===== src/hw/rtl/rhht_pkg.sv =====
// ----------------------------------------------------------------------------
// rhht_pkg
// Shared types, sizes and codes for the Robin Hood hash table unit.
// ----------------------------------------------------------------------------
package rhht_pkg;

  // table geometry
  localparam int SLOT_BITS      = 10;
  localparam int BUCKET_SLOTS   = 4;
  localparam int OVERFLOW_SLOTS = 32;
  localparam int TOTAL_SLOTS    = (1 << SLOT_BITS) + OVERFLOW_SLOTS;
  localparam int ADDR_W         = $clog2(TOTAL_SLOTS);
  localparam int BSHIFT         = $clog2(BUCKET_SLOTS);
  // slot pointer also holds the end of a bucket scan (up to 15 buckets past home)
  localparam int PTR_W          = $clog2(TOTAL_SLOTS + 16 * BUCKET_SLOTS);
  localparam int DIFF_W         = PTR_W + 1;
  localparam int CNT_W          = $clog2(TOTAL_SLOTS + 1);

  // spans and limits
  localparam int SSPAN_W   = 6;
  localparam int BSPAN_W   = 4;
  localparam int FILL_W    = 7;
  localparam int SSPAN_MAX = 63;
  localparam int BSPAN_MAX = 15;
  localparam int PCT_SCALE = 100;
  localparam int GROW_W    = CNT_W + FILL_W + 1;

  // register file
  localparam int CFG_AW = 4;
  localparam logic [1:0] REG_SLOT_LIM = 2'd0;
  localparam logic [1:0] REG_BKT_LIM  = 2'd1;
  localparam logic [1:0] REG_FILL_LIM = 2'd2;

  // actions
  localparam logic [1:0] ACT_FIND   = 2'd0;
  localparam logic [1:0] ACT_INSERT = 2'd1;
  localparam logic [1:0] ACT_DELETE = 2'd2;

  // result status
  localparam logic [1:0] STAT_OK        = 2'd0;
  localparam logic [1:0] STAT_EXISTS    = 2'd1;
  localparam logic [1:0] STAT_NOT_FOUND = 2'd2;
  localparam logic [1:0] STAT_GROW      = 2'd3;

  typedef struct packed {
    logic [63:0] hi;
    logic [63:0] lo;
    logic [63:0] val;
  } entry_t;

  typedef struct packed {
    logic [SSPAN_W-1:0] slot_lim;
    logic [BSPAN_W-1:0] bkt_lim;
    logic [FILL_W-1:0]  fill_lim;
  } cfg_t;

  typedef enum logic [3:0] {
    ST_CLEAR,
    ST_IDLE,
    ST_LOC_RD,
    ST_LOC_CHK,
    ST_DEL_RD,
    ST_DEL_CHK,
    ST_WALK_RD,
    ST_WALK_CHK,
    ST_DONE
  } state_t;

  // home slot of a key
  function automatic logic [SLOT_BITS-1:0] home_of(input logic [63:0] h);
    home_of = h[63 -: SLOT_BITS];
  endfunction

endpackage


===== src/hw/rtl/rhht_cfg.sv =====
// ----------------------------------------------------------------------------
// rhht_cfg
// APB register file holding the growth limits.
// ----------------------------------------------------------------------------
module rhht_cfg (
  input  logic                       clk,
  input  logic                       rst_n,
  input  logic                       psel,
  input  logic                       penable,
  input  logic                       pwrite,
  input  logic [rhht_pkg::CFG_AW-1:0] paddr,
  input  logic [31:0]                pwdata,
  output logic [31:0]                prdata,
  output logic                       pready,
  output rhht_pkg::cfg_t             cfg
);
  import rhht_pkg::*;

  logic [SSPAN_W-1:0] slot_lim_r;
  logic [BSPAN_W-1:0] bkt_lim_r;
  logic [FILL_W-1:0]  fill_lim_r;
  logic               wr_en;
  logic [1:0]         reg_idx;

  assign pready  = 1'b1;
  assign wr_en   = psel & penable & pwrite;
  assign reg_idx = paddr[CFG_AW-1:2];

  // register writes
  always_ff @(posedge clk) begin
    if (!rst_n) begin
      slot_lim_r <= SSPAN_W'(16);
      bkt_lim_r  <= BSPAN_W'(4);
      fill_lim_r <= FILL_W'(90);
    end else if (wr_en) begin
      case (reg_idx)
        REG_SLOT_LIM: slot_lim_r <= pwdata[SSPAN_W-1:0];
        REG_BKT_LIM:  bkt_lim_r  <= pwdata[BSPAN_W-1:0];
        REG_FILL_LIM: fill_lim_r <= pwdata[FILL_W-1:0];
        default: ;
      endcase
    end
  end

  // read back
  always_comb begin
    case (reg_idx)
      REG_SLOT_LIM: prdata = 32'(slot_lim_r);
      REG_BKT_LIM:  prdata = 32'(bkt_lim_r);
      REG_FILL_LIM: prdata = 32'(fill_lim_r);
      default:      prdata = '0;
    endcase
  end

  assign cfg.slot_lim = slot_lim_r;
  assign cfg.bkt_lim  = bkt_lim_r;
  assign cfg.fill_lim = fill_lim_r;

endmodule


===== config.mk =====
export PLATFORM = sky130hd
export DESIGN_NAME = rhht_cfg
export DESIGN_NICKNAME = d
export VERILOG_FILES = /design/src/hw/rtl/rhht_pkg.sv /design/src/hw/rtl/rhht_cfg.sv
export SDC_FILE = /design/constraint.sdc
export NUM_CORES = 1
export LEC_CHECK = 0
export BUFFER_PORTS_ARGS = -buffer_cell sky130_fd_sc_hd__buf_4
export CAP_MARGIN = 20
export CORE_ASPECT_RATIO = 1.1
export CORE_MARGIN = 5
export CORE_UTILIZATION = 40
export DETAILED_ROUTE_END_ITERATION = 12
export GPL_TIMING_DRIVEN = 0
export PLACE_DENSITY = 0.94
export SLEW_MARGIN = 15
export SYNTH_ARGS = -nofsm -noshare
export SYNTH_HDL_FRONTEND = slang
export SYNTH_SLANG_ARGS = --single-unit

===== constraint.sdc =====
create_clock -name clk -period 1.43 [get_ports clk]
set_input_delay 0.286 -clock clk [delete_from_list [all_inputs] [get_ports clk]]
set_output_delay 0.286 -clock clk [all_outputs]
set_load 0.01 [all_outputs]

# Yosys cells after proc, flatten, opt, wreduce, memory -nomap -nowiden
# Cells that the tools add are included.
totals:
  elab_cells: 12
  reg_bits: 17
  out_inout_bits: 50
  in_bits: 41
op_classes:
  n_bitwise: 2
  reduce_logical: 4
  eq_ne: 2
  muxes: 1
op_table:
  columns: ["cell", "count"]
  rows:
  - ["7-bit one-hot mux with 3 select lines", 1]
  - ["2-bit AND reduction", 3]
  - ["1-bit bitwise AND", 2]
  - ["2-bit by 1-bit == test with 1-bit output (second input constant)", 1]
  - ["2-bit == test (second input constant)", 1]
  - ["2-bit zero test", 1]

# Depth between registers and ports, before layout
logic_depth:
  depth_word: 3
  ltp_mapped: 4
  mapped_depth_nobuf: 3

# Worst setup path after synthesis
# No wires, ideal clock.
synth_timing:
  kind: "input -> output"
  from: "in paddr[3] in the netlist's numbering"
  to: "out prdata[1]"
  slack_ps: 281
  path_stages: 3
  t_required_ps: 1144
  t_arrival_ps: 863
  n_path_buf: 1
  cell_sequence: "buf_2 -> mux2i_1 -> o21ai_0"
synth_via:
  elab_chain_cells: 2
  word_cells_on_any_way: 4
  cone_classes: "2 x eq/ne; 1 x mux; 1 x reduce/logical"
synth_rtl:
  columns: ["element", "line_no", "rtl"]
  rows:
  - ["start, declared", "rhht_cfg.sv:11", "input logic [rhht_pkg::CFG_AW-1:0] paddr,"]
  - ["2-bit == test, or another cell as far along", "rhht_cfg.sv:47", "case (reg_idx)"]
  - ["7-bit one-hot mux with 3 select lines (*)", "rhht_cfg.sv:47", null]
  - ["end, declared", "rhht_cfg.sv:13", "output logic [31:0] prdata,"]
# Every way passes the cells marked *; elsewhere a longest branch is shown, timed or not.

# Worst setup path in the final report
layout_timing:
  from: "in paddr[3] in the netlist's numbering"
  to: "out prdata[3]"
# Same word-level chain as after synthesis.

==> results.yml <==
status:
  status: "finished, final reports clean"
clock_tree:
  h-tree-depth: 1
  root_buffer: "clkbuf_4"
  postCtsSetupRepairBufs: 0
  tritoncts: "yes"
  clock_sinks: 17
  clockBufferDepth: 2
  cts.clk_slew.worst_paths_ps: 100
  insertion_delay_ps: 300
  cts_made_buffers: 3
floorplanning:
  rows: 19
  die_w_um: 58.4
  start_util_pct: 41.4
  ios: 91
  die-area_um2: 3700
  die_h_um: 63.3
  core_area_um2: 2500
sta:
  setup_viol: 0
  setup_ws_ps: 94.5
  skew_ps: 0
  fin_setup_tns_ps: 0
  hold_violations: 0
  drv_slew: 0
  max_freq_ghz: 0.749
  min_period_ps: 1340
  rsz0062_at_grt: "no"
  period_share_pct: 93.4
synth:
  syn_area_per_cell_um2: 8.75
  ys_seq_elements: 17
  ys.flop_type: "dfxtp_1"
  synth_top_area_share_pct: 33.0
  synth.distinct_cells: 22
  ys_async_sr_fraction_pct: 0
  syn_area_um2: 1030
  yosys_warnings: 0
  syn_inst: 118
  synth_top_area_cell: "dfxtp_1"
  seq_area_frac_synth_pct: 33.0
  synth_area_leaders: "dfxtp_1 33%, buf_4 20%, mux2i_1 18%, nand2_1 7.3%, o211ai_1 2.9%"
  synth_edf_count: 0
  yosysMostFrequentCell: "buf_4"
  ys_top_cells_by_count: "27 x buf_4, 20 x nand2_1, 19 x mux2i_1, 17 x dfxtp_1"
power_and_ir_drop:
  leakage_uw: 0.000807
  irDropWorstVdd_v: 0.000407
  power_density_nw_per_um2: 657
critical_path:
  arrival_ps: 1050
  end_kind: "output port"
  cp-start-kind: "primary input"
  cp.required_ps: 1140
  cp_max_fo: 10
  critPathKind: "primary input to output port"
layout:
  final_cells: 214
  utilization_pct: 59.1
  drive_gt1_share_pct: 41.5
  nets: 225
  diodes: 0
  syn_to_final_growth_pct: 42.9
grt:
  grt_pass1_vias: 849
  antenna_found_initial: 0
  groute.usage.overall_pct: 13.4
  overflow: 0
  grt_pass1_wl_mm: 3.77
  grt_max_degree: 11
routing:
  postRouteAntennaNets: 0
  drtIter0Drc: 9
  via_per_inst: 4.23
  dr.pass1.iters: 4
  wl_per_cell_um: 11.4
  vias: 905
  totalWireLength_mm: 2.44
  drc_errors: 0
run:
  maxCapViolCount: 0
placement:
  gp_congestion: 0.793
  dp.cells: 210
  port-buffer-count: 37
  dp_hpwl_mm: 1.93
  post-place-ws_ps: 31.3
min_path:
  hold_path.class: "primary input to flop"
==> power by group <==
group / internal, uW / switching [uW]
registers: 480 / 5.47
logic: 116 / 105
clock network: 109 / 153
==> stage by stage <==
stage	total power (uW)	cell area (um^2)	hold WS [ps]
after floorplan	642	1120	448
after global placement	711	1440	457
after detailed placement	714	1440	468
after CTS	974	1470	241
after global routing	1020	1480	257
final	970	1480	246
==> cell usage in the layout (no fill, tap or decap) <==
master    count
and2_0        1
and2b_1       2
and3_2        1
buf_2         1
buf_4        64
buf_6         1
clkbuf_1      2
clkbuf_2      1
clkbuf_4      4
conb_1       26
dfxtp_1      16
dfxtp_2       1
inv_1         4
mux2i_1      19
nand2_1      20
nand3_1       1
nand3_2       1
nand4b_1      3
nor2_1        2
nor2b_1       2
nor3b_2       1
nor3b_4       1
o211ai_1      4
o21ai_0       2
o21ai_1       2
or3_1         1
==> worst max-delay path, cell delays in order <==
cell      delay (ps)
buf_4             90
clkbuf_4         220
mux2i_1          210
o21ai_0           90
buf_4            150
==> path summary, 6_finish.rpt <==
check	startpoint	endpoint	slack, ps	cells after the start
setup reg to reg	slot_lim_r[4]$_SDFFE_PN1P_	slot_lim_r[4]$_SDFFE_PN1P_	710	2
hold / removal	pwdata[4]	slot_lim_r[4]$_SDFFE_PN1P_	250	3
hold reg to reg	fill_lim_r[0]$_SDFFE_PN0P_	fill_lim_r[0]$_SDFFE_PN0P_	480	2
setup / recovery	paddr[3]	prdata[3]	90	5
==> flip-flops by register name, summed over array words and instances (netlist names) <==
name	count
fill_lim_r	7
slot_lim_r	6
bkt_lim_r	4
==> cell type report <==
cell class | instances | area [um^2]
Fill cell | 252 | 1020
Multi-Input combinational cell | 89 | 541
Sequential cell | 17 | 342
Timing Repair Buffer | 37 | 278
Buffer | 32 | 235
Tap cell | 31 | 38.8
Clock buffer | 4 | 26.3
Inverter | 4 | 15.0
==> per-layer routing <==
layer / GRT usage, % / share of wire [%] / up-vias / wire length [um]
li1: - / - / 463 / -
met1: 15.3 / 39 / 395 / 958
met2: 20.3 / 46 / 42 / 1130
met3: 5.92 / 12 / 5 / 294
met4: 7.83 / 2.3 / 0 / 55
met5: 0 / 0 / - / 0
==> cells by family (layout without fill, tap and decap cells) <==
kind of cell,Yosys count,after routing,share of synthesized area [%]
compound gates,8,8,4.85
mux,19,19,18.4
simple gates,36,36,19.2
buf+inv,36,77,23.9
flops,17,17,33.0
other cells,2,26,0.728
==> timing repair <==
item,CTS,global route
endpoints found under the setup margin,0,7
hold buffers,0,0
gates resized for setup,0,7
(Power assumes the default switching activity.)
