==> src/hw/rtl/rhht_pkg.sv <==
// ----------------------------------------------------------------------------
// rhht_pkg
// Shared types, sizes and codes for the Robin Hood hash table unit.
// ----------------------------------------------------------------------------
package rhht_pkg;

  // table geometry
  localparam int SLOT_BITS      = 10;
  localparam int BUCKET_SLOTS   = 4;
  localparam int OVERFLOW_SLOTS = 32;
  localparam int TOTAL_SLOTS    = (1 << SLOT_BITS) + OVERFLOW_SLOTS;
  localparam int ADDR_W         = $clog2(TOTAL_SLOTS);
  localparam int BSHIFT         = $clog2(BUCKET_SLOTS);
  // slot pointer also holds the end of a bucket scan (up to 15 buckets past home)
  localparam int PTR_W          = $clog2(TOTAL_SLOTS + 16 * BUCKET_SLOTS);
  localparam int DIFF_W         = PTR_W + 1;
  localparam int CNT_W          = $clog2(TOTAL_SLOTS + 1);

  // spans and limits
  localparam int SSPAN_W   = 6;
  localparam int BSPAN_W   = 4;
  localparam int FILL_W    = 7;
  localparam int SSPAN_MAX = 63;
  localparam int BSPAN_MAX = 15;
  localparam int PCT_SCALE = 100;
  localparam int GROW_W    = CNT_W + FILL_W + 1;

  // register file
  localparam int CFG_AW = 4;
  localparam logic [1:0] REG_SLOT_LIM = 2'd0;
  localparam logic [1:0] REG_BKT_LIM  = 2'd1;
  localparam logic [1:0] REG_FILL_LIM = 2'd2;

  // actions
  localparam logic [1:0] ACT_FIND   = 2'd0;
  localparam logic [1:0] ACT_INSERT = 2'd1;
  localparam logic [1:0] ACT_DELETE = 2'd2;

  // result status
  localparam logic [1:0] STAT_OK        = 2'd0;
  localparam logic [1:0] STAT_EXISTS    = 2'd1;
  localparam logic [1:0] STAT_NOT_FOUND = 2'd2;
  localparam logic [1:0] STAT_GROW      = 2'd3;

  typedef struct packed {
    logic [63:0] hi;
    logic [63:0] lo;
    logic [63:0] val;
  } entry_t;

  typedef struct packed {
    logic [SSPAN_W-1:0] slot_lim;
    logic [BSPAN_W-1:0] bkt_lim;
    logic [FILL_W-1:0]  fill_lim;
  } cfg_t;

  typedef enum logic [3:0] {
    ST_CLEAR,
    ST_IDLE,
    ST_LOC_RD,
    ST_LOC_CHK,
    ST_DEL_RD,
    ST_DEL_CHK,
    ST_WALK_RD,
    ST_WALK_CHK,
    ST_DONE
  } state_t;

  // home slot of a key
  function automatic logic [SLOT_BITS-1:0] home_of(input logic [63:0] h);
    home_of = h[63 -: SLOT_BITS];
  endfunction

endpackage

==> src/hw/rtl/rhht_ctrl.sv <==
// ----------------------------------------------------------------------------
// rhht_ctrl
// Sequencer: bucket scan, Robin Hood walk, backward-shift delete, spans.
// ----------------------------------------------------------------------------
module rhht_ctrl (
  input  logic                       clk,
  input  logic                       rst_n,
  input  rhht_pkg::cfg_t             cfg,
  input  logic                       in_valid,
  output logic                       in_stall,
  input  logic [1:0]                 in_action,
  input  logic [63:0]                in_hash_high,
  input  logic [63:0]                in_hash_low,
  input  logic [63:0]                in_value_in,
  input  logic                       in_overwrite,
  output logic                       out_valid,
  input  logic                       out_stall,
  output logic [1:0]                 out_status,
  output logic                       out_found,
  output logic [63:0]                out_value_out,
  output logic                       mem_we,
  output logic [rhht_pkg::ADDR_W-1:0] mem_waddr,
  output rhht_pkg::entry_t           mem_wdata,
  output logic [rhht_pkg::ADDR_W-1:0] mem_raddr,
  input  rhht_pkg::entry_t           mem_rdata
);
  import rhht_pkg::*;

  state_t              state_r, state_nxt;
  logic [ADDR_W-1:0]   clr_r, clr_nxt;
  logic [1:0]          op_r, op_nxt;
  logic [63:0]         hi_r, hi_nxt, lo_r, lo_nxt, v_r, v_nxt;
  logic                ow_r, ow_nxt;
  logic [PTR_W-1:0]    ptr_r, ptr_nxt, end_r, end_nxt;
  entry_t              chi_r, chi_nxt;
  logic                orig_r, orig_nxt, commit_r, commit_nxt;
  logic [CNT_W-1:0]    count_r, count_nxt;
  logic [SSPAN_W-1:0]  sspan_r, sspan_nxt;
  logic [BSPAN_W-1:0]  bspan_r, bspan_nxt;
  logic [1:0]          res_status_r, res_status_nxt;
  logic                res_found_r, res_found_nxt;
  logic [63:0]         res_value_r, res_value_nxt;
  logic                out_valid_r;
  logic [1:0]          out_status_r;
  logic                out_found_r;
  logic [63:0]         out_value_r;

  logic                in_fire, out_free;
  logic                ptr_end, scan_done, n_end;
  logic [PTR_W-1:0]    nxt_ptr, bkt_start;
  logic                occ, key_match, shift_ok, key_zero, grow_now;
  logic signed [DIFF_W-1:0] curd, newd, d_abs, bdiff, bd_abs;
  logic                displace, walk_far;
  logic [SSPAN_W-1:0]  ns;
  logic [BSPAN_W-1:0]  nb;
  logic [GROW_W-1:0]   fill_lhs, fill_rhs;

  assign in_fire  = in_valid & ~in_stall;
  assign in_stall = (state_r != ST_IDLE);
  assign out_free = ~out_valid_r | ~out_stall;

  // probe decode
  always_comb begin
    nxt_ptr   = ptr_r + PTR_W'(1);
    ptr_end   = ptr_r >= PTR_W'(TOTAL_SLOTS);
    scan_done = ptr_r >= end_r;
    n_end     = nxt_ptr >= PTR_W'(TOTAL_SLOTS);
    bkt_start = PTR_W'({home_of(in_hash_high) >> BSHIFT, BSHIFT'(0)});
    occ       = |mem_rdata;
    key_match = occ && (mem_rdata.hi == hi_r) && (mem_rdata.lo == lo_r);
    shift_ok  = occ && (PTR_W'(home_of(mem_rdata.hi)) < nxt_ptr);
    key_zero  = ~|{hi_r, lo_r, v_r};
    curd      = $signed({1'b0, ptr_r}) - $signed(DIFF_W'(home_of(mem_rdata.hi)));
    newd      = $signed({1'b0, ptr_r}) - $signed(DIFF_W'(home_of(chi_r.hi)));
    displace  = newd > curd;
    walk_far  = curd >= $signed(DIFF_W'(cfg.slot_lim));
    d_abs     = (newd < 0) ? -newd : newd;
    bdiff     = $signed(DIFF_W'(ptr_r >> BSHIFT))
              - $signed(DIFF_W'(home_of(chi_r.hi) >> BSHIFT));
    bd_abs    = (bdiff < 0) ? -bdiff : bdiff;
    ns = (d_abs >= $signed(DIFF_W'(SSPAN_MAX))) ? SSPAN_W'(SSPAN_MAX)
                                                 : SSPAN_W'(d_abs + DIFF_W'(1));
    nb = (bd_abs >= $signed(DIFF_W'(BSPAN_MAX))) ? BSPAN_W'(BSPAN_MAX)
                                                  : BSPAN_W'(bd_abs + DIFF_W'(1));
    fill_lhs  = GROW_W'(count_r) * GROW_W'(PCT_SCALE);
    fill_rhs  = GROW_W'(cfg.fill_lim) * GROW_W'(TOTAL_SLOTS);
    grow_now  = (sspan_r > cfg.slot_lim) || (bspan_r > cfg.bkt_lim) || (fill_lhs > fill_rhs);
  end

  // next state
  always_comb begin
    state_nxt = state_r;
    case (state_r)
      ST_CLEAR: if (clr_r == ADDR_W'(TOTAL_SLOTS - 1)) state_nxt = ST_IDLE;
      ST_IDLE: begin
        if (in_fire) begin
          case (in_action)
            ACT_FIND, ACT_DELETE: state_nxt = ST_LOC_RD;
            ACT_INSERT:           state_nxt = grow_now ? ST_DONE : ST_WALK_RD;
            default:              state_nxt = ST_DONE;
          endcase
        end
      end
      ST_LOC_RD:  state_nxt = (scan_done || ptr_end) ? ST_DONE : ST_LOC_CHK;
      ST_LOC_CHK: begin
        if (key_match) state_nxt = (op_r == ACT_FIND) ? ST_DONE : ST_DEL_RD;
        else           state_nxt = ST_LOC_RD;
      end
      ST_DEL_RD:  state_nxt = n_end ? ST_DONE : ST_DEL_CHK;
      ST_DEL_CHK: state_nxt = shift_ok ? ST_DEL_RD : ST_DONE;
      ST_WALK_RD: state_nxt = ptr_end ? ST_DONE : ST_WALK_CHK;
      ST_WALK_CHK: begin
        if (!occ)                      state_nxt = (commit_r || key_zero) ? ST_DONE : ST_WALK_RD;
        else if (orig_r && key_match)  state_nxt = (ow_r && key_zero) ? ST_DEL_RD : ST_DONE;
        else if (walk_far)             state_nxt = ST_DONE;
        else                           state_nxt = ST_WALK_RD;
      end
      ST_DONE:    if (out_free) state_nxt = ST_IDLE;
      default:    state_nxt = ST_CLEAR;
    endcase
  end

  // datapath and memory control
  always_comb begin
    clr_nxt        = clr_r;
    op_nxt         = op_r;
    hi_nxt         = hi_r;
    lo_nxt         = lo_r;
    v_nxt          = v_r;
    ow_nxt         = ow_r;
    ptr_nxt        = ptr_r;
    end_nxt        = end_r;
    chi_nxt        = chi_r;
    orig_nxt       = orig_r;
    commit_nxt     = commit_r;
    count_nxt      = count_r;
    sspan_nxt      = sspan_r;
    bspan_nxt      = bspan_r;
    res_status_nxt = res_status_r;
    res_found_nxt  = res_found_r;
    res_value_nxt  = res_value_r;
    mem_we         = 1'b0;
    mem_waddr      = ptr_r[ADDR_W-1:0];
    mem_wdata      = '0;
    mem_raddr      = ptr_r[ADDR_W-1:0];
    case (state_r)
      // zero the table after reset
      ST_CLEAR: begin
        mem_we    = 1'b1;
        mem_waddr = clr_r;
        clr_nxt   = clr_r + ADDR_W'(1);
      end
      ST_IDLE: begin
        if (in_fire) begin
          op_nxt         = in_action;
          hi_nxt         = in_hash_high;
          lo_nxt         = in_hash_low;
          v_nxt          = in_value_in;
          ow_nxt         = in_overwrite;
          res_status_nxt = STAT_NOT_FOUND;
          res_found_nxt  = 1'b0;
          res_value_nxt  = '0;
          if (in_action == ACT_INSERT) begin
            ptr_nxt    = PTR_W'(home_of(in_hash_high));
            chi_nxt    = '{hi: in_hash_high, lo: in_hash_low, val: in_value_in};
            orig_nxt   = 1'b1;
            commit_nxt = 1'b0;
            if (grow_now) res_status_nxt = STAT_GROW;
          end else begin
            ptr_nxt = bkt_start;
            end_nxt = bkt_start + (PTR_W'(bspan_r) << BSHIFT);
          end
        end
      end
      ST_LOC_CHK: begin
        if (key_match) begin
          if (op_r == ACT_FIND) begin
            res_status_nxt = STAT_OK;
            res_found_nxt  = 1'b1;
            res_value_nxt  = mem_rdata.val;
          end
        end else begin
          ptr_nxt = nxt_ptr;
        end
      end
      // backward shift
      ST_DEL_RD: begin
        mem_raddr = nxt_ptr[ADDR_W-1:0];
        if (n_end) begin
          mem_we         = 1'b1;
          res_status_nxt = STAT_OK;
          if (count_r != '0) count_nxt = count_r - CNT_W'(1);
        end
      end
      ST_DEL_CHK: begin
        mem_we = 1'b1;
        if (shift_ok) begin
          mem_wdata = mem_rdata;
          ptr_nxt   = nxt_ptr;
        end else begin
          res_status_nxt = STAT_OK;
          if (count_r != '0) count_nxt = count_r - CNT_W'(1);
        end
      end
      ST_WALK_RD: begin
        if (ptr_end) res_status_nxt = STAT_GROW;
      end
      // Robin Hood walk: dry run first, then the committing run
      ST_WALK_CHK: begin
        if (!occ) begin
          if (commit_r) begin
            mem_we         = 1'b1;
            mem_wdata      = chi_r;
            sspan_nxt      = (ns > sspan_r) ? ns : sspan_r;
            bspan_nxt      = (nb > bspan_r) ? nb : bspan_r;
            count_nxt      = count_r + CNT_W'(1);
            res_status_nxt = STAT_OK;
          end else if (key_zero) begin
            res_status_nxt = STAT_OK;
          end else begin
            commit_nxt = 1'b1;
            ptr_nxt    = PTR_W'(home_of(hi_r));
            chi_nxt    = '{hi: hi_r, lo: lo_r, val: v_r};
            orig_nxt   = 1'b1;
          end
        end else if (orig_r && key_match) begin
          if (!ow_r) begin
            res_status_nxt = STAT_EXISTS;
          end else if (!key_zero) begin
            mem_we         = 1'b1;
            mem_wdata      = '{hi: mem_rdata.hi, lo: mem_rdata.lo, val: v_r};
            res_status_nxt = STAT_OK;
          end
        end else begin
          if (displace) begin
            if (commit_r) begin
              mem_we    = 1'b1;
              mem_wdata = chi_r;
              sspan_nxt = (ns > sspan_r) ? ns : sspan_r;
              bspan_nxt = (nb > bspan_r) ? nb : bspan_r;
            end
            chi_nxt  = mem_rdata;
            orig_nxt = 1'b0;
          end
          if (walk_far) res_status_nxt = STAT_GROW;
          else          ptr_nxt = nxt_ptr;
        end
      end
      default: ;
    endcase
  end

  // control registers
  always_ff @(posedge clk) begin
    if (!rst_n) begin
      state_r     <= ST_CLEAR;
      clr_r       <= '0;
      count_r     <= '0;
      sspan_r     <= '0;
      bspan_r     <= '0;
      out_valid_r <= 1'b0;
    end else begin
      state_r <= state_nxt;
      clr_r   <= clr_nxt;
      count_r <= count_nxt;
      sspan_r <= sspan_nxt;
      bspan_r <= bspan_nxt;
      if (state_r == ST_DONE && out_free) out_valid_r <= 1'b1;
      else if (!out_stall)                out_valid_r <= 1'b0;
    end
  end

  // payload registers
  always_ff @(posedge clk) begin
    op_r         <= op_nxt;
    hi_r         <= hi_nxt;
    lo_r         <= lo_nxt;
    v_r          <= v_nxt;
    ow_r         <= ow_nxt;
    ptr_r        <= ptr_nxt;
    end_r        <= end_nxt;
    chi_r        <= chi_nxt;
    orig_r       <= orig_nxt;
    commit_r     <= commit_nxt;
    res_status_r <= res_status_nxt;
    res_found_r  <= res_found_nxt;
    res_value_r  <= res_value_nxt;
    if (state_r == ST_DONE && out_free) begin
      out_status_r <= res_status_r;
      out_found_r  <= res_found_r;
      out_value_r  <= res_value_r;
    end
  end

  assign out_valid     = out_valid_r;
  assign out_status    = out_status_r;
  assign out_found     = out_found_r;
  assign out_value_out = out_value_r;

  // checks
  a_count_bound: assert property (@(posedge clk) disable iff (!rst_n)
    count_r <= CNT_W'(TOTAL_SLOTS))
    else $error("entry count beyond table size");

  a_no_write_idle: assert property (@(posedge clk) disable iff (!rst_n)
    (state_r == ST_IDLE || state_r == ST_DONE) |-> !mem_we)
    else $error("table written outside an operation");

  a_result_from_done: assert property (@(posedge clk) disable iff (!rst_n)
    $rose(out_valid_r) |-> $past(state_r) == ST_DONE)
    else $error("result word without a finished operation");

  a_span_grows: assert property (@(posedge clk) disable iff (!rst_n)
    $past(rst_n) |-> (sspan_r >= $past(sspan_r) && bspan_r >= $past(bspan_r)))
    else $error("span shrank");

endmodule

==> config.mk <==
export PLATFORM = sky130hd
export DESIGN_NAME = rhht_ctrl
export DESIGN_NICKNAME = d
export VERILOG_FILES = /design/src/hw/rtl/rhht_pkg.sv /design/src/hw/rtl/rhht_ctrl.sv
export SDC_FILE = /design/constraint.sdc
export NUM_CORES = 2
export LEC_CHECK = 0
export ABC_AREA = 1
export ABC_CLOCK_PERIOD_IN_PS = 27900
export BUFFER_PORTS_ARGS = -buffer_cell sky130_fd_sc_hd__buf_2
export CAP_MARGIN = 40
export CORE_ASPECT_RATIO = 0.7
export CORE_MARGIN = 10
export CORE_UTILIZATION = 45
export DETAILED_ROUTE_END_ITERATION = 10
export PLACE_DENSITY = 0.69
export SLEW_MARGIN = 20
export SYNTH_ARGS = -nofsm -noshare
export SYNTH_HDL_FRONTEND = slang
export SYNTH_SLANG_ARGS = --single-unit
export TNS_END_PERCENT = 1
==> constraint.sdc <==
create_clock -name clk -period 27.9 [get_ports clk]
set_clock_uncertainty 0.05 [all_clocks]
set_input_delay 1.395 -clock clk [delete_from_list [all_inputs] [get_ports clk]]
set_output_delay 1.395 -clock clk [all_outputs]
set_load 0.01 [all_outputs]
# After elaboration in Yosys (flattened, before gate mapping)
# Cells that the tools add are included.
[totals] out_inout_bits=284 reg_bits=582 input_bits=408
[classes] n_reduce_logical=34 mux=112 mul=2 magnitude_cmp=15 addsub=12 bitwise_logic=6 n_eq_ne=38
[ops] cell="192-bit 2-to-1 mux" count=14
[ops] cell="192-bit one-hot mux with 2 select lines" count=2
[ops] cell="192-bit OR reduction" count=2
[ops] cell="64-bit 2-to-1 mux" count=3
[ops] cell="11-bit 2-to-1 mux" count=15
[ops] cell="64-bit == test" count=2
[ops] cell="64-bit one-hot mux with 2 select lines" count=1
[ops] cell="4-bit 2-to-1 mux" count=21
[ops] cell="11-bit one-hot mux with 4 select lines" count=1
[ops] cell="6-bit 2-to-1 mux" count=6
[ops] cell="4-bit one-hot mux with 9 select lines" count=1
[ops] cell="11-bit by 1-bit adder with 11-bit output (second input constant)" count=3
[ops] cell="11-bit one-hot mux with 3 select lines" count=1
[ops] cell="2-bit 2-to-1 mux" count=14
[ops] cell="2-bit != test (second input constant)" count=14
[ops] cell="1-bit 2-to-1 mux" count=25
[ops] cell="12-bit 2-to-1 mux" count=2
[ops] cell="11-bit by 10-bit subtractor with 12-bit output" count=2
[ops] cell="11-bit greater-or-equal comparator (second input constant)" count=2
[ops] cell="18-bit > comparator" count=1
[ops] cell="4-bit by 3-bit == test with 1-bit output (second input constant)" count=4
[ops] cell="11-bit by 5-bit multiplier with 16-bit output (second input constant)" count=1
[ops] cell="3-bit != test (second input constant)" count=5
[ops] cell="7-bit by 6-bit multiplier with 13-bit output (second input constant)" count=1
[ops] cell="52 further kinds" count=76

# Longest topological paths before layout
[depth] ltp_word=11 mapped_depth=31

# Worst setup path after synthesis
# OpenSTA, ideal clock, no wires.
[synth_timing] kind="input to register" start="input port mem_rdata[182] in the netlist's numbering" end="register chi_r[0] in the netlist's numbering, enable pin" path_slack_ps=14273 required_ps=27039 n_path_buf=1 t_arrival_ps=12766 stages=19 cell_sequence="ha_1 inv_1 fa_1 nand2_1 nand3_1 a31oi_1 inv_1 nand2_1 nand2_1 ha_1 inv_1 nor2_1 nand3_2 nor2_2 nand2_1 nand3_1 nand3_4 clkbuf_1 a21oi_1"
[synth_via] elab_chain_cells=6 word_cells_on_any_way=12
[synth_rtl] element="start, declared" line="rhht_ctrl.sv:25" rtl="input rhht_pkg::entry_t mem_rdata"
[synth_rtl] element="branches (longest 5 deep; another with 11-bit by 10-bit subtractor with 12-bit output)"
[synth_rtl] element="7-bit AND reduction (no line) *"
[synth_rtl] element="end signal, assigned" line="rhht_ctrl.sv:282" rtl="chi_r <= chi_nxt;"
[synth_rtl] element="end, declared" line="rhht_ctrl.sv:35" rtl="entry_t chi_r, chi_nxt;"
# Mark *: on every way between the ends.
# A chain may end at the register's enable or synchronous reset.

==> out/metrics.cfg <==
[finish]
drive_gt1_share_pct = 17.1
layout_commonest_cell = nand2_1
fin_nets = 5791
fillers = 8096
synthToLayoutAreaGrowth_pct = 17.5
final_area_sq_um = 44700
layout_common_cells = nand2_1, buf_2, inv_1, edfxtp_1, o21ai_0
finish.utilization_pct = 53.2
final_cell_count_no_fill = 6427

[timing]
tightest_slew_ps = 1100
finalCriticalPeriod_ps = 9090
setup_tns_ps = 0
timing.hold.ws_ps = 363
slew_violations = 0
final_hold_viol_count = 0
slew_headroom_pct = 26.4
timing.fmax_mhz = 110
rsz0062_at_grt = no
setup_viol = 0
fin_crit_sh_pct = 32.6

[yosys]
synth_ff_type = edfxtp_1
async_flop_share_pct = 0
synth_enable_flop_cells = 543
synth_cells = 4644
synth.distinct_cells = 57
yosys.area.top_type = edfxtp_1
netlist_area_sq_um = 38100
synth_top_cell_area_share_pct = 42.8
ys_seq_area_share_pct = 44.8
synthesis.nets = 5223
post_synth.cell_area_avg_sq_um = 8.20
yosys-top-cells-area = edfxtp_1, nand2_1, inv_1
yosysWarningCount = 0
yosys_register_bits = 580

[clock_tree]
cts_tree = yes
cts_setup_buffers = 0
hold_buffers = 0
htree_levels = 2
cts_resized = 0
clk_pin_slew_ps = 60
clock_latency_ps = 660
numCtsBuffers = 60
clk_path_buf_depth = 3
clock_sinks = 580
root_buffer = clkbuf_16

[floorplanning]
core_sq_um = 84100
ios = 692
num_rows = 89
die_h_um = 263
die_area_sq_um = 96800
start_util_pct = 45.3
die_w_um = 368

[hold_path]
hold_path_end = out_value_out[44]
hp-start = res_value_r[44]
hp-class = reg2reg
holdPathStages = 0

[run]
max_cap_viol_count = 0

[status]
run_status = complete, no violations

[grt]
antenna_found_initial = 55
grt_max_degree = 205
grt.overflow.total = 0
grt_pass1_vias = 36110
grtUsageTotal_pct = 33.8
grt_pass1_wl_um = 248000

[worst_setup_path]
path_max_fanout = 51
r2r-end = chi_r[76]
r2r-start = ptr_r[0]
rr_worst_depth = 24
crit_arrival_ps = 7640
critical_path.startpoint = mem_rdata[183]
worst-setup-path-type = in2out
crit_path_start_kind = input port
end_kind = output pin
worstPathRequired_ps = 26450
rrSetupSlack_ps = 21150

[drt]
detail-route-antenna-nets = 0
wirelength_um = 174000
viasPerCell = 6.04
initialDrtViolationCount = 5759
vias = 38802
first_pass_iters = 9
wl_per_cell_um = 27.0
drc_errors = 0

[place]
place_area_sq_um = 42500
gp_congestion = 1.00
hpwl_um = 129000
port-buffer-count = 691
post-place-cells = 6275

[power_and_ir_drop]
p_leak_uw = 0.0194
power_density_nw_per_um2 = 43.0
irDropWorstVdd_v = 0.0000517

Yosys cell counts (all sizes together) (4+ instances only):
master  count
or2         7
and2        6
ha        159
nor2      301
fa         12
a21oi     278
clkbuf    206
nand2     890
buf        47
nor3       33
dfxtp      37
o211ai     29
nand3     291
xor2       54
inv       632
nand4     131
a211oi     12
edfxtp    543
o221ai    167
a21o        4
xnor2      99
nand3b     10
o21ai     643
o21bai      6
nor4       30
critical path, cell delays in order:
cell and delay (ps):
buf_2 110, inv_1 400, nand4_1 160, nor2_1 240, nand2_1 160, nor2_1 340
nand2_1 220, nor2_1 300, nand2_1 480, nand4_2 610, inv_1 270, nor2_4 450
buf_12 250, buf_4 380, buf_12 300, buf_4 470, buf_12 300, o21ai_1 110
nand3_1 100, o21ai_0 120, buf_2 210, buf_2 160
worst max-delay path by stage:
stage | end | slack [ps] | depth (start not counted)
5_1_grt | mem_wdata[90] | 18770 | 22
4_1_cts | mem_wdata[90] | 18820 | 21
3_5_place_dp | mem_wdata[90] | 18850 | 21
2_1_floorplan | chi_r[0] | 14270 | 19
6_report | mem_wdata[90] | 18810 | 22
3_3_place_gp | mem_wdata[53] | 18050 | 18
logic make-up after synthesis:
| kind of cell | synth area share [%] |
|---|---|
| AOI/OAI and AO/OA | 17.3 |
| buffers and inverters | 9.20 |
| and+or+nand+nor | 19.4 |
| xor gates and xnor gates | 3.52 |
| adders and majority gates | 5.86 |
| DFF | 44.8 |
cell type report:
class                           count  area (sq um)  share of cell area, %
Clock inverter                     35           280                  0.627
Inverter                          633          2410                   5.38
Timing Repair Buffer              759          4270                   9.54
Sequential cell                   580         17000                   38.1
Clock buffer                       75          1630                   3.65
Tap cell                         1137          1420                   3.18
Antenna cell                       30          75.1                  0.168
Multi-Input combinational cell   3178         17600                   39.3
through the flow:
step / total power, uW / setup slack, ps
floorplan: 1040 / 14270
global placement: 1110 / 18050
detailed placement: 1110 / 18850
CTS: 1920 / 18820
global route: 1970 / 18770
finish: 1920 / 18810
state kept, by name, summed over array words and instances (netlist names):
register and flops:
v_r 64, chi_r 192, end_r 9, ow_r 1, out_status 2, hi_r 64, ptr_r 11, res_value_r 64
out_found 1, bspan_r 4, commit_r 1, lo_r 64, res_found_r 1, state_r 4, op_r 2, res_status_r 2
orig_r 1, out_value_out 64, count_r 11, out_valid 1, sspan_r 6, clr_r 11
per-layer routing:
metal	global-route usage (%)	vias to the layer above	routed length, um
li1	-	17300	-
met5	0	-	303
met1	45.1	18253	67100
met4	13.4	42	7470
met2	50.6	2759	74500
met3	10.9	448	24200
power breakdown:
| part | internal [uW] | switching, uW |
|---|---|---|
| Sequential | 946 | 0.393 |
| Combinational | 51.0 | 103 |
| Clock | 442 | 381 |
| Total | 1440 | 484 |
Note: power is estimated with default switching activity, not from simulation.
